`config.mk`:
```
export PLATFORM = sky130hd
export DESIGN_NAME = sust_cell
export DESIGN_NICKNAME = d
export VERILOG_FILES = /design/src/rtl/core/sust_pkg.sv /design/src/rtl/core/sust_cell.sv
export SDC_FILE = /design/constraint.sdc
export NUM_CORES = 1
export LEC_CHECK = 0
export BUFFER_PORTS_ARGS = -buffer_cell sky130_fd_sc_hd__buf_4
export CORE_MARGIN = 4
export CORE_UTILIZATION = 35
export CTS_CLUSTER_DIAMETER = 150
export DETAILED_ROUTE_END_ITERATION = 8
export GPL_TIMING_DRIVEN = 0
export PLACE_DENSITY = 0.65
export SLEW_MARGIN = 20
export SYNTH_ARGS = -nofsm -noshare
export SYNTH_HDL_FRONTEND = slang
export SYNTH_SLANG_ARGS = --single-unit
```
`constraint.sdc`:
```
create_clock -name i_clk -period 4.9 [get_ports i_clk]
set_input_delay 0 -clock i_clk [delete_from_list [all_inputs] [get_ports i_clk]]
set_output_delay 0 -clock i_clk [all_outputs]
set_load 0.01 [all_outputs]
```
`src/rtl/core/sust_pkg.sv`:
```
// Package for the sorted set table: sizes, request codes and cell command type.
// No dependencies; imported by every module of the block.
package sust_pkg;

    localparam int CAPACITY    = 64;
    localparam int DATA_W      = 32;
    localparam int REQ_W       = 2;
    localparam int COUNT_OUT_W = 7;
    localparam int CNT_W       = $clog2(CAPACITY + 1);

    // Request codes carried in the request type field.
    typedef enum logic [REQ_W-1:0] {
        REQ_INSERT = 2'd0,
        REQ_DELETE = 2'd1,
        REQ_QUERY  = 2'd2,
        REQ_CLEAR  = 2'd3
    } t_req;

    // Command broadcast from the controller to every cell of the row.
    typedef struct packed {
        logic compare;     // capture the compare flags against the request value
        logic shift_up;    // open a slot and insert the request value
        logic shift_down;  // close the slot of the matching entry
    } t_cell_cmd;

endpackage

```
`src/rtl/core/sust_cell.sv`:
```
// One cell of the sorted row: holds one entry and its compare flags.
// Depends on sust_pkg; instantiated in a row by sorted_unique_set_table_top.
module sust_cell (
    input  logic                                i_clk,
    input  sust_pkg::t_cell_cmd                 i_cmd,
    input  logic signed [sust_pkg::DATA_W-1:0]  i_item,
    input  logic                                i_in_use,
    input  logic signed [sust_pkg::DATA_W-1:0]  i_left_val,
    input  logic                                i_left_after,
    input  logic signed [sust_pkg::DATA_W-1:0]  i_right_val,
    output logic signed [sust_pkg::DATA_W-1:0]  o_val,
    output logic                                o_after,
    output logic                                o_match
);
    import sust_pkg::*;

    logic signed [DATA_W-1:0] r_val;
    logic signed [DATA_W-1:0] n_val;
    logic                     r_after;
    logic                     r_match;

    // A cell lies at or after the insertion point when it is unused or its
    // entry is not below the request value. Along the row these flags are
    // monotone, so the first set flag marks the insertion point.
    always_ff @(posedge i_clk) begin
        if (i_cmd.compare) begin
            r_after <= !i_in_use || (r_val >= i_item);
            r_match <= i_in_use && (r_val == i_item);
        end
    end

    // Shift step: on insert every cell past the point takes its left
    // neighbor and the cell at the point takes the new value; on delete
    // every cell from the match on takes its right neighbor.
    always_comb begin
        n_val = r_val;
        if (i_cmd.shift_up && r_after) begin
            n_val = i_left_after ? i_left_val : i_item;
        end else if (i_cmd.shift_down && r_after) begin
            n_val = i_right_val;
        end
    end

    always_ff @(posedge i_clk) begin
        r_val <= n_val;
    end

    assign o_val   = r_val;
    assign o_after = r_after;
    assign o_match = r_match;

endmodule

```
==> impl_results.md, run 1 <==
* Status: finished, final reports clean
* H-tree depth at 2
* R2R cell count at 7
* CP max stage cell: a2111o_1
* Count leader, synth: a21oi_1
* Area Growth Syn to Fin at 49.93%
* DRT Pass-1 Iters at 4
* RSZ-0062 raised after global routing: no
* I/O Buffers at 134
* CP Capture Type: flop
* Cells on Worst Hold Path at 3
* Yosys top cell by area: edfxtp_1
* Post-synthesis cell type count at 29
* HPWL after DPL at 6057 um
* Final hold slack at 0.03541 ns
* Yosys top cell area share at 40.58%
* Yosys warning total at 0
* Mapped Area at 0.002516 mm2
* Non-Filler Instances at 500
* #FFs+latches synth at 34
* Avg Cell Area, Syn at 9.715 um2
* Tot Pwr at 0.0008804 W
* Leakage at 1.891 nW
* Post-CTS Setup Repair Bufs at 0
* Vias in the first global route at 2426
* Cell mode on critical path: o21ai_1
* Deepest clock path buffer count at 2
* Die Width at 92.79 um
* Worst Hold Class: input port to flop
* Final-report hold violation count at 0
* Global router's overall resource usage at 16.94%
* Die H at 92.79 um
* Ant. Diodes at 0
* Antenna violations before repair at 0
* PD cells at 233.4 mW/mm2
* CP required at 4.93 ns
* Ports at 136
* Number of routed nets with antenna violations at 0
* CTS tree: done
* Initial core utilization at 36.43%
* Global-route wire length before repair at 11440 um
* Final Max Slew Viols at 0
* Core ar. at 0.006907 mm2
* Worst path cell trace: ha_1 -> a21oi_2 -> o21ai_1 -> a221o_1 -> a2111o_1 -> o21ai_1 -> nand4b_1
* Worst-path maximum fanout at 3
* Setup TNS at 0 ns
* Min Clock Period, post-route at 2.261 ns
* Post-Syn Instances at 259
* Seq/Total Area, Yosys at 40.58%
* Via count at 2402
* Register area at 0.001021 mm2
* Largest cells by area after synthesis: edfxtp_1, ha_1, mux2i_1
* Setup CP Type: flop to flop
* Max Cap Violations at 0
* TritonCTS Buffers at 5
* Final-layout fill cell count at 673
* Worst Hold End: o_val[4]
* Rows at 30
* Critical Path Start: o_val[19]
* Startpoint types: flop
* R2r setup slk at 2.64 ns
* Post-synth EDFFs at 34
* Slew headroom at 61.37%
* Critical path data arrival time at 2.29 ns
* Crit share post-route at 46.15%
* Routed WL per cell at 14.70 um
* Nets@finish at 537
* Post-synthesis net count at 393
* Largest net degree at the start of global routing at 19
* Avg Vias per Cell at 4.804
* RD Place Congestion at 0.7767
* Skew final at 0.005821 ns
* Die Area at 0.008610 mm2
* Grt total ovfl at 0
* Utilization after layout at 54.62%
* Min-Delay Startpoint: i_right_val[4]
* Layout cell share with drive strength beyond 1 at 36.63%
* Worst VDD drop at 0.1059 mV
* # DRC at 0
* Tightest Pin Transition at 0.5795 ns
* Max Clk Rate at 442.2 MHz
* Routed WL at 7348 um
* DR iter-0 viols at 51
* CTS Sinks at 34
* Worst skew pair latency at 0.29 ns
* Top FF cell, synth: edfxtp_1
* Synth async-reset ratio at 0%
* CTS clk-pin slew, worst paths at 0.08 ns
* Setup violators final at 0
* Multi-input logic area at 0.001324 mm2
* Root Driver: clkbuf_8
* Placed insts at 490
* Top post-synthesis cells by count: a21oi_1, nor2_1, edfxtp_1, inv_1
* Crit path largest cell delay at 0.45 ns
* FF-to-FF End: o_after
* Worst r2r src: o_val[19]
cell usage in the layout (no fill, tap or decap), types with 2 or more instances in the layout:
cell type | synthesis | routed
buf_2 | 3 | 3
a21oi_1 | 42 | 42
a21oi_2 | 2 | 2
nand2_1 | 5 | 5
ha_1 | 32 | 32
edfxtp_1 | 34 | 34
clkbuf_1 | 4 | 5
nor2_1 | 35 | 35
clkbuf_8 | 0 | 5
nand3_1 | 5 | 5
a221o_1 | 2 | 2
mux2i_1 | 32 | 32
inv_1 | 34 | 34
nand4_1 | 6 | 6
buf_1 | 4 | 4
nor4_1 | 2 | 2
buf_4 | 0 | 134
dlygate4sd3_1 | 0 | 2
a21o_1 | 3 | 3
o21ai_1 | 2 | 2
metrics by stage:
stage,setup WS (ns),area (um2)
floorplan,2.765,2516
global placement,2.642,3642
detailed placement,2.656,3671
CTS,2.641,3772
global route,2.477,3772
finish,2.639,3772
kinds of logic after synthesis:
logic type      count (synthesis)  share of synthesized area, %
compound gates                 57                         13.03
simple gates                   59                         10.89
mux                            32                         12.73
buf+inv                        45                         6.862
flops                          34                         40.58
fa+ha+maj                      32                         15.91
worst max-delay path: cells and delay by family, from the launching register on:
kind	cells	cell delay, ns
fa+ha+maj	1	0.33
flops	1	0.41
compound gates	5	1.14
simple gates	1	0.12
cell type report:
type	count	share of cell area (%)
inverters	34	3.383
well taps	96	3.184
flip-flops and latches	34	27.06
plain buffers	11	1.194
repair buffers	137	27.93
clock inverters	2	0.2322
clock buffers	6	1.924
multi-input cells	180	35.09
worst max-delay path by stage:
stage	slack, ns	endpoint
after floorplan	2.77	o_after
after global placement	2.64	o_after
after detailed placement	2.66	o_after
after CTS	2.64	o_after
after global routing	2.48	o_after
final	2.64	o_after
where the power goes:
part	internal [W]	switching (W)
Clock	0.0000978	0.000107
Sequential	0.000361	0.0000168
Combinational	0.000157	0.000140
timing repair:
item,in CTS,in global routing
endpoints found under the hold margin,3,0
hold buffers,2,0
resized for setup,0,0
registers in the layout, indices dropped and copies added, names as in the netlist:
| name | cells |
|---|---|
| o_val | 32 |
| o_match | 1 |
| o_after | 1 |
metal layers:
metal / vias to the layer above / track usage [%] / part of all wire [%]
met5: - / 0 / 0
met4: 0 / 3.663 / 0.90
met3: 5 / 6.011 / 9.9
met2: 98 / 31.13 / 49
met1: 1078 / 18.62 / 40
li1: 1221 / - / -
No activity file was read; power rests on OpenSTA's default activity.
==> run 2, diff against run 1 <==
==> constraint.sdc (replaced) <==
create_clock -name i_clk -period 2.35 [get_ports i_clk]
set_input_delay 0 -clock i_clk [delete_from_list [all_inputs] [get_ports i_clk]]
set_output_delay 0 -clock i_clk [all_outputs]
set_load 0.01 [all_outputs]
==> impl_results.md, run 2 (synthesized netlist as in run 1, its figures left out) <==
* CP required at 2.38 ns (-2.55 ns)
* R2R cell count at 7 (unchanged)
* Number of routed nets with antenna violations at 0 (unchanged)
* Clock power share at 23.2% (about the same)
* Tot Pwr at 0.001837 W (+110%)
* H-tree depth at 2 (unchanged)
* Die Width at 92.79 um (unchanged)
* TritonCTS Buffers at 5 (unchanged)
* Ant. Diodes at 0 (unchanged)
* PD cells at 486.1 mW/mm2 (+110%)
* Most common cell after layout, fill and taps aside: buf_4
* Global router's overall resource usage at 16.94% (unchanged)
* Nets@finish at 537 (unchanged)
* Setup TNS at 0 ns (unchanged)
* FF-to-FF End: o_after
* Final-report hold violation count at 0 (unchanged)
* Min Clock Period, post-route at 2.261 ns (-0.00002190 ns)
* Largest net degree at the start of global routing at 19 (unchanged)
* RD Place Congestion at 0.7767 (unchanged)
* Final-layout fill cell count at 671 (-0.30%)
* Status: finished, final reports clean
* Skew final at 0.005821 ns (-0.00000005000 ns)
* Routed WL at 7347 um (about the same)
* Min-Delay Startpoint: i_right_val[4]
* Gate power share at 33.9% (about the same)
* Vias in the first global route at 2426 (unchanged)
* DRT Pass-1 Iters at 4 (unchanged)
* CTS tree: done
* HPWL after DPL at 6057 um (unchanged)
* Switching Share at 30.00% (+0.031 points)
* P_sw at 0.0005511 W (+110%)
* Deepest clock path buffer count at 2 (unchanged)
* Layout cell share with drive strength beyond 1 at 36.88% (+0.25 points)
* Worst Hold End: o_val[4]
* RSZ-0062 raised after global routing: no
* # DRC at 0 (unchanged)
* Core ar. at 0.006907 mm2 (unchanged)
* Critical path data arrival time at 2.29 ns (about the same)
* Multi-input logic area at 0.001330 mm2 (+0.47%)
* Worst-path maximum fanout at 3 (unchanged)
* Worst VDD drop at 0.2210 mV (+110%)
* Tightest Pin Transition at 0.5768 ns (-0.002637 ns)
* Via count at 2402 (unchanged)
* Worst skew pair latency at 0.29 ns (about the same)
* Leakage at 1.891 nW (about the same)
* Crit share post-route at 96.22% (+50 points)
* Die Area at 0.008610 mm2 (unchanged)
* Rows at 30 (unchanged)
* Slew headroom at 61.54% (+0.18 points)
* R2r setup slk at 0.09 ns (-2.55 ns)
* Cells on Worst Hold Path at 3 (unchanged)
* CP Capture Type: flop
* Ports at 136 (unchanged)
* Grt total ovfl at 0 (unchanged)
* CTS clk-pin slew, worst paths at 0.07 ns (about the same)
* Max Cap Violations at 0 (unchanged)
* Max FFs per register at 32 (unchanged)
* Global-route wire length before repair at 11440 um (unchanged)
* Initial core utilization at 36.43% (unchanged)
* Setup violators final at 0 (unchanged)
* Setup CP Type: flop to flop
* Worst r2r src: o_val[19]
* Antenna violations before repair at 0 (unchanged)
* Worst Hold Class: input port to flop
* Seq pwr share at 42.9% (about the same)
* Most frequent cells in the layout: buf_4, a21oi_1, nor2_1, inv_1, edfxtp_1
* DR iter-0 viols at 51 (unchanged)
* Post-CTS Setup Repair Bufs at 0 (unchanged)
* Max Clk Rate at 442.2 MHz (about the same)
* Register area at 0.001021 mm2 (unchanged)
* Startpoint types: flop
* Pint at 0.001286 W (+110%)
* Routed WL per cell at 14.69 um (about the same)
* Die H at 92.79 um (unchanged)
* Avg Vias per Cell at 4.804 (unchanged)
* Root Driver: clkbuf_8
* CTS Sinks at 34 (unchanged)
* I/O Buffers at 134 (unchanged)
* Final Max Slew Viols at 0 (unchanged)
* Area Growth Syn to Fin at 50.17%
-- run 2: cell count changes in the layout (fill, tap and decap cells not counted) --
cell,change
nor4_2,+1
nor4_1,-1
-- run 2: metrics by stage --
stage               worst slack [ns]  area, um2  hold slack [ns]  util (%)  instances
global placement             0.09193       3642           0.2118     52.74        489
detailed placement            0.1061       3671           0.2172     53.15        490
finish                       0.08877       3779          0.03582     54.71        500
CTS                          0.09089       3772          0.02528     54.62        500
floorplan                     0.2152       2516           0.1125         -        259
global route                 0.03941       3779          0.03777     54.71        500
-- run 2: timing repair --
action | in CTS | in global routing
hold endpoints to repair | 3 | 0
setup endpoints to repair | 0 | 1
resized for setup | 0 | 1
hold buffers | 2 | 0
-- run 2: power by group through the flow --
stage          clock [W]  sequential, W  combinational, W
3_3_place_gp           0       0.000801          0.000607
5_1_grt         0.000465       0.000797          0.000696
3_5_place_dp           0       0.000802          0.000627
4_1_cts         0.000441       0.000789          0.000633
2_1_floorplan          0       0.000827          0.000275
6_report        0.000426       0.000788          0.000622
-- run 2: routing by layer --
layer / track usage (%) / vias up / part of all wire (%) / wire, um
met5: 0 / - / 0 / 0
met4: 3.663 / 0 / 0.90 / 66
met3: 6.011 / 5 / 9.9 / 728
met2: 31.13 / 98 / 49 / 3622
met1: 18.62 / 1078 / 40 / 2929
li1: - / 1221 / - / -
-- run 2: worst max path at each step --
stage | start | to | cells past startpoint | slack (ns)
after CTS | o_val[19] | o_after | 7 | 0.09
after global routing | o_val[17] | o_after | 7 | 0.04
after global placement | o_val[19] | o_after | 7 | 0.09
after detailed placement | o_val[19] | o_after | 7 | 0.11
after floorplan | o_val[19] | o_after | 7 | 0.22
final | o_val[19] | o_after | 7 | 0.09
-- run 2: final cells by class --
class | instances | share of cell area, %
Timing Repair Buffer | 137 | 27.88
Clock buffer | 6 | 1.921
Tap cell | 96 | 3.179
Clock inverter | 2 | 0.2318
Buffer | 11 | 1.192
Sequential cell | 34 | 27.02
Multi-Input combinational cell | 180 | 35.20
Inverter | 34 | 3.377
-- run 2: worst max-delay path, cell delays in order (launching register included) --
cell and delay (ns):
edfxtp_1 0.41, ha_1 0.33, a21oi_2 0.12, o21ai_1 0.07, a221o_1 0.37, a2111o_1 0.45, o21ai_1 0.13, nand4b_1 0.12
==> run 3, diff against run 2 <==
--- a/config.mk
+++ b/config.mk
@@ -6,7 +6,8 @@
 export NUM_CORES = 1
 export LEC_CHECK = 0
 export BUFFER_PORTS_ARGS = -buffer_cell sky130_fd_sc_hd__buf_4
-export CORE_MARGIN = 4
+export CORE_ASPECT_RATIO = 0.9
+export CORE_MARGIN = 1
 export CORE_UTILIZATION = 35
 export CTS_CLUSTER_DIAMETER = 150
 export DETAILED_ROUTE_END_ITERATION = 8
==> impl_results.md, run 3 (synthesized netlist as in run 1, its figures left out) <==
* Die Width at 91.38 um (-1.5%)
* Routed WL at 7090 um (-3.5%)
* Vias in the first global route at 2370 (-2.3%)
* Layout cell share with drive strength beyond 1 at 37.38% (+0.50 points)
* Die Area at 0.007533 mm2 (-13%)
* Setup TNS at 0 ns (unchanged)
* Most frequent cells in the layout: buf_4, a21oi_1, nor2_1, inv_1, edfxtp_1
* H-tree depth at 2 (unchanged)
* Routed WL per cell at 14.35 um (-2.3%)
* Cell mode on critical path: o21ai_1
* DR iter-0 viols at 74 (+45%)
* CTS clk-pin slew, worst paths at 0.08 ns (about the same)
* Crit path largest cell delay at 0.41 ns (-0.04 ns)
* Largest net degree at the start of global routing at 18 (-1)
* Final-report hold violation count at 0 (unchanged)
* Leakage at 1.890 nW (about the same)
* Setup CP Type: flop to flop
* Rows at 28 (-6.7%)
* Min Clock Period, post-route at 2.222 ns (-0.03892 ns)
* Number of routed nets with antenna violations at 0 (unchanged)
* Root Driver: clkbuf_8
* Status: finished, final reports clean
* Most common cell after layout, fill and taps aside: buf_4
* Crit share post-route at 94.57% (-1.7 points)
* Final-layout fill cell count at 629 (-6.3%)
* Startpoint types: flop
* Tightest Pin Transition at 0.5059 ns (-0.07089 ns)
* Global router's overall resource usage at 19.17% (+2.2 points)
* Initial core utilization at 37.21% (+0.78 points)
* Max Clk Rate at 450.0 MHz (+1.8%)
* Max Cap Violations at 0 (unchanged)
* Critical path data arrival time at 2.26 ns (-0.03 ns)
* Nets@finish at 537 (unchanged)
* CP max stage cell: edfxtp_1
* Ant. Diodes at 0 (unchanged)
* CTS Sinks at 34 (unchanged)
* Worst skew pair latency at 0.29 ns (about the same)
* CP Capture Type: flop
* Die H at 82.44 um (-11%)
* Antenna violations before repair at 0 (unchanged)
* Slew headroom at 66.27% (+4.7 points)
* Area Growth Syn to Fin at 50.27% (about the same)
* Core ar. at 0.006761 mm2 (-2.1%)
* Max FFs per register at 32 (unchanged)
* Utilization after layout at 55.92% (+1.2 points)
* # DRC at 0 (unchanged)
* Via count at 2382 (-0.83%)
* Avg Vias per Cell at 4.822 (+0.37%)
* RSZ-0062 raised after global routing: no
* Worst Hold Class: input port to flop
* TritonCTS Buffers at 5 (unchanged)
* Deepest clock path buffer count at 2 (unchanged)
* Skew final at 0.005895 ns (+0.00007427 ns)
* DRT Pass-1 Iters at 4 (unchanged)
* Worst VDD drop at 0.2777 mV (+26%)
* HPWL after DPL at 5853 um (-3.4%)
* Grt total ovfl at 0 (unchanged)
* Global-route wire length before repair at 11100 um (-3.0%)
* Final Max Slew Viols at 0 (unchanged)
* PD cells at 489.2 mW/mm2 (+0.63%)
* Ports at 136 (unchanged)
* Worst-path maximum fanout at 2 (-1)
* CTS tree: done
* Setup violators final at 0 (unchanged)
* I/O Buffers at 134 (unchanged)
* RD Place Congestion at 0.7255 (-6.6%)
* CP required at 2.39 ns (about the same)
* Worst path cell trace: ha_1 -> a21oi_2 -> o21ai_1 -> a221o_1 -> a2111o_1 -> o21ai_1 -> nand4b_1
==> run 3: worst paths after layout <==
check	startpoint	end	slack, ns	depth (start not counted)
hold reg to reg	o_val[31]	o_after	0.82	3
setup / recovery	o_val[17]	o_after	0.13	7
setup reg to reg	o_val[17]	o_after	0.13	7
hold / removal	i_right_val[1]	o_val[1]	0.03	3
==> run 3: where the power goes <==
group	total, W	internal [W]	switching (W)
clock	0.000438	0.000203	0.000235
sequential	0.000788	0.000753	0.0000348
combinational	0.000624	0.000329	0.000295
total	0.00185	0.00128	0.000565
==> run 3: layer usage <==
metal	routed length (um)	track usage, %
met5	0	0
met4	108	6.508
met3	505	5.037
met2	3425	33.48
met1	3051	23.30
==> run 3: cell type report <==
class / count / area, um2 / share of cell area, %
multi-input cells: 180 / 1336 / 35.34
repair buffers: 137 / 1054 / 27.86
flip-flops and latches: 34 / 1021 / 27.00
inverters: 34 / 127.6 / 3.375
well taps: 90 / 112.6 / 2.978
clock buffers: 5 / 68.82 / 1.820
plain buffers: 11 / 45.04 / 1.191
clock inverters: 3 / 16.27 / 0.4302
==> run 3: what timing repair did <==
item	CTS	global route
endpoints found under the setup margin	0	1
endpoints found under the hold margin	3	0
buffers inserted	0	0
resized for setup	0	2
hold buffers	2	0
==> run 3: critical path: cells and delay by family, from the launching register on <==
kind	cells	cell delay (ns)
AOI/OAI and AO/OA	5	1.13
DFF	1	0.41
adders and majority gates	1	0.33
and+or+nand+nor	1	0.11
==> run 3: through the flow <==
stage               hold WS (ns)  power [W]  worst slack [ns]  area [um2]  std cells
floorplan                 0.1125   0.001102            0.2152        2516        259
global placement          0.2087   0.001402            0.1125        3635        483
CTS                      0.02624   0.001873           0.07629        3769        494
global route             0.05209   0.001965           0.01099        3781        494
detailed placement        0.2128   0.001428           0.07845        3664        484
finish                   0.03371   0.001850            0.1277        3781        494
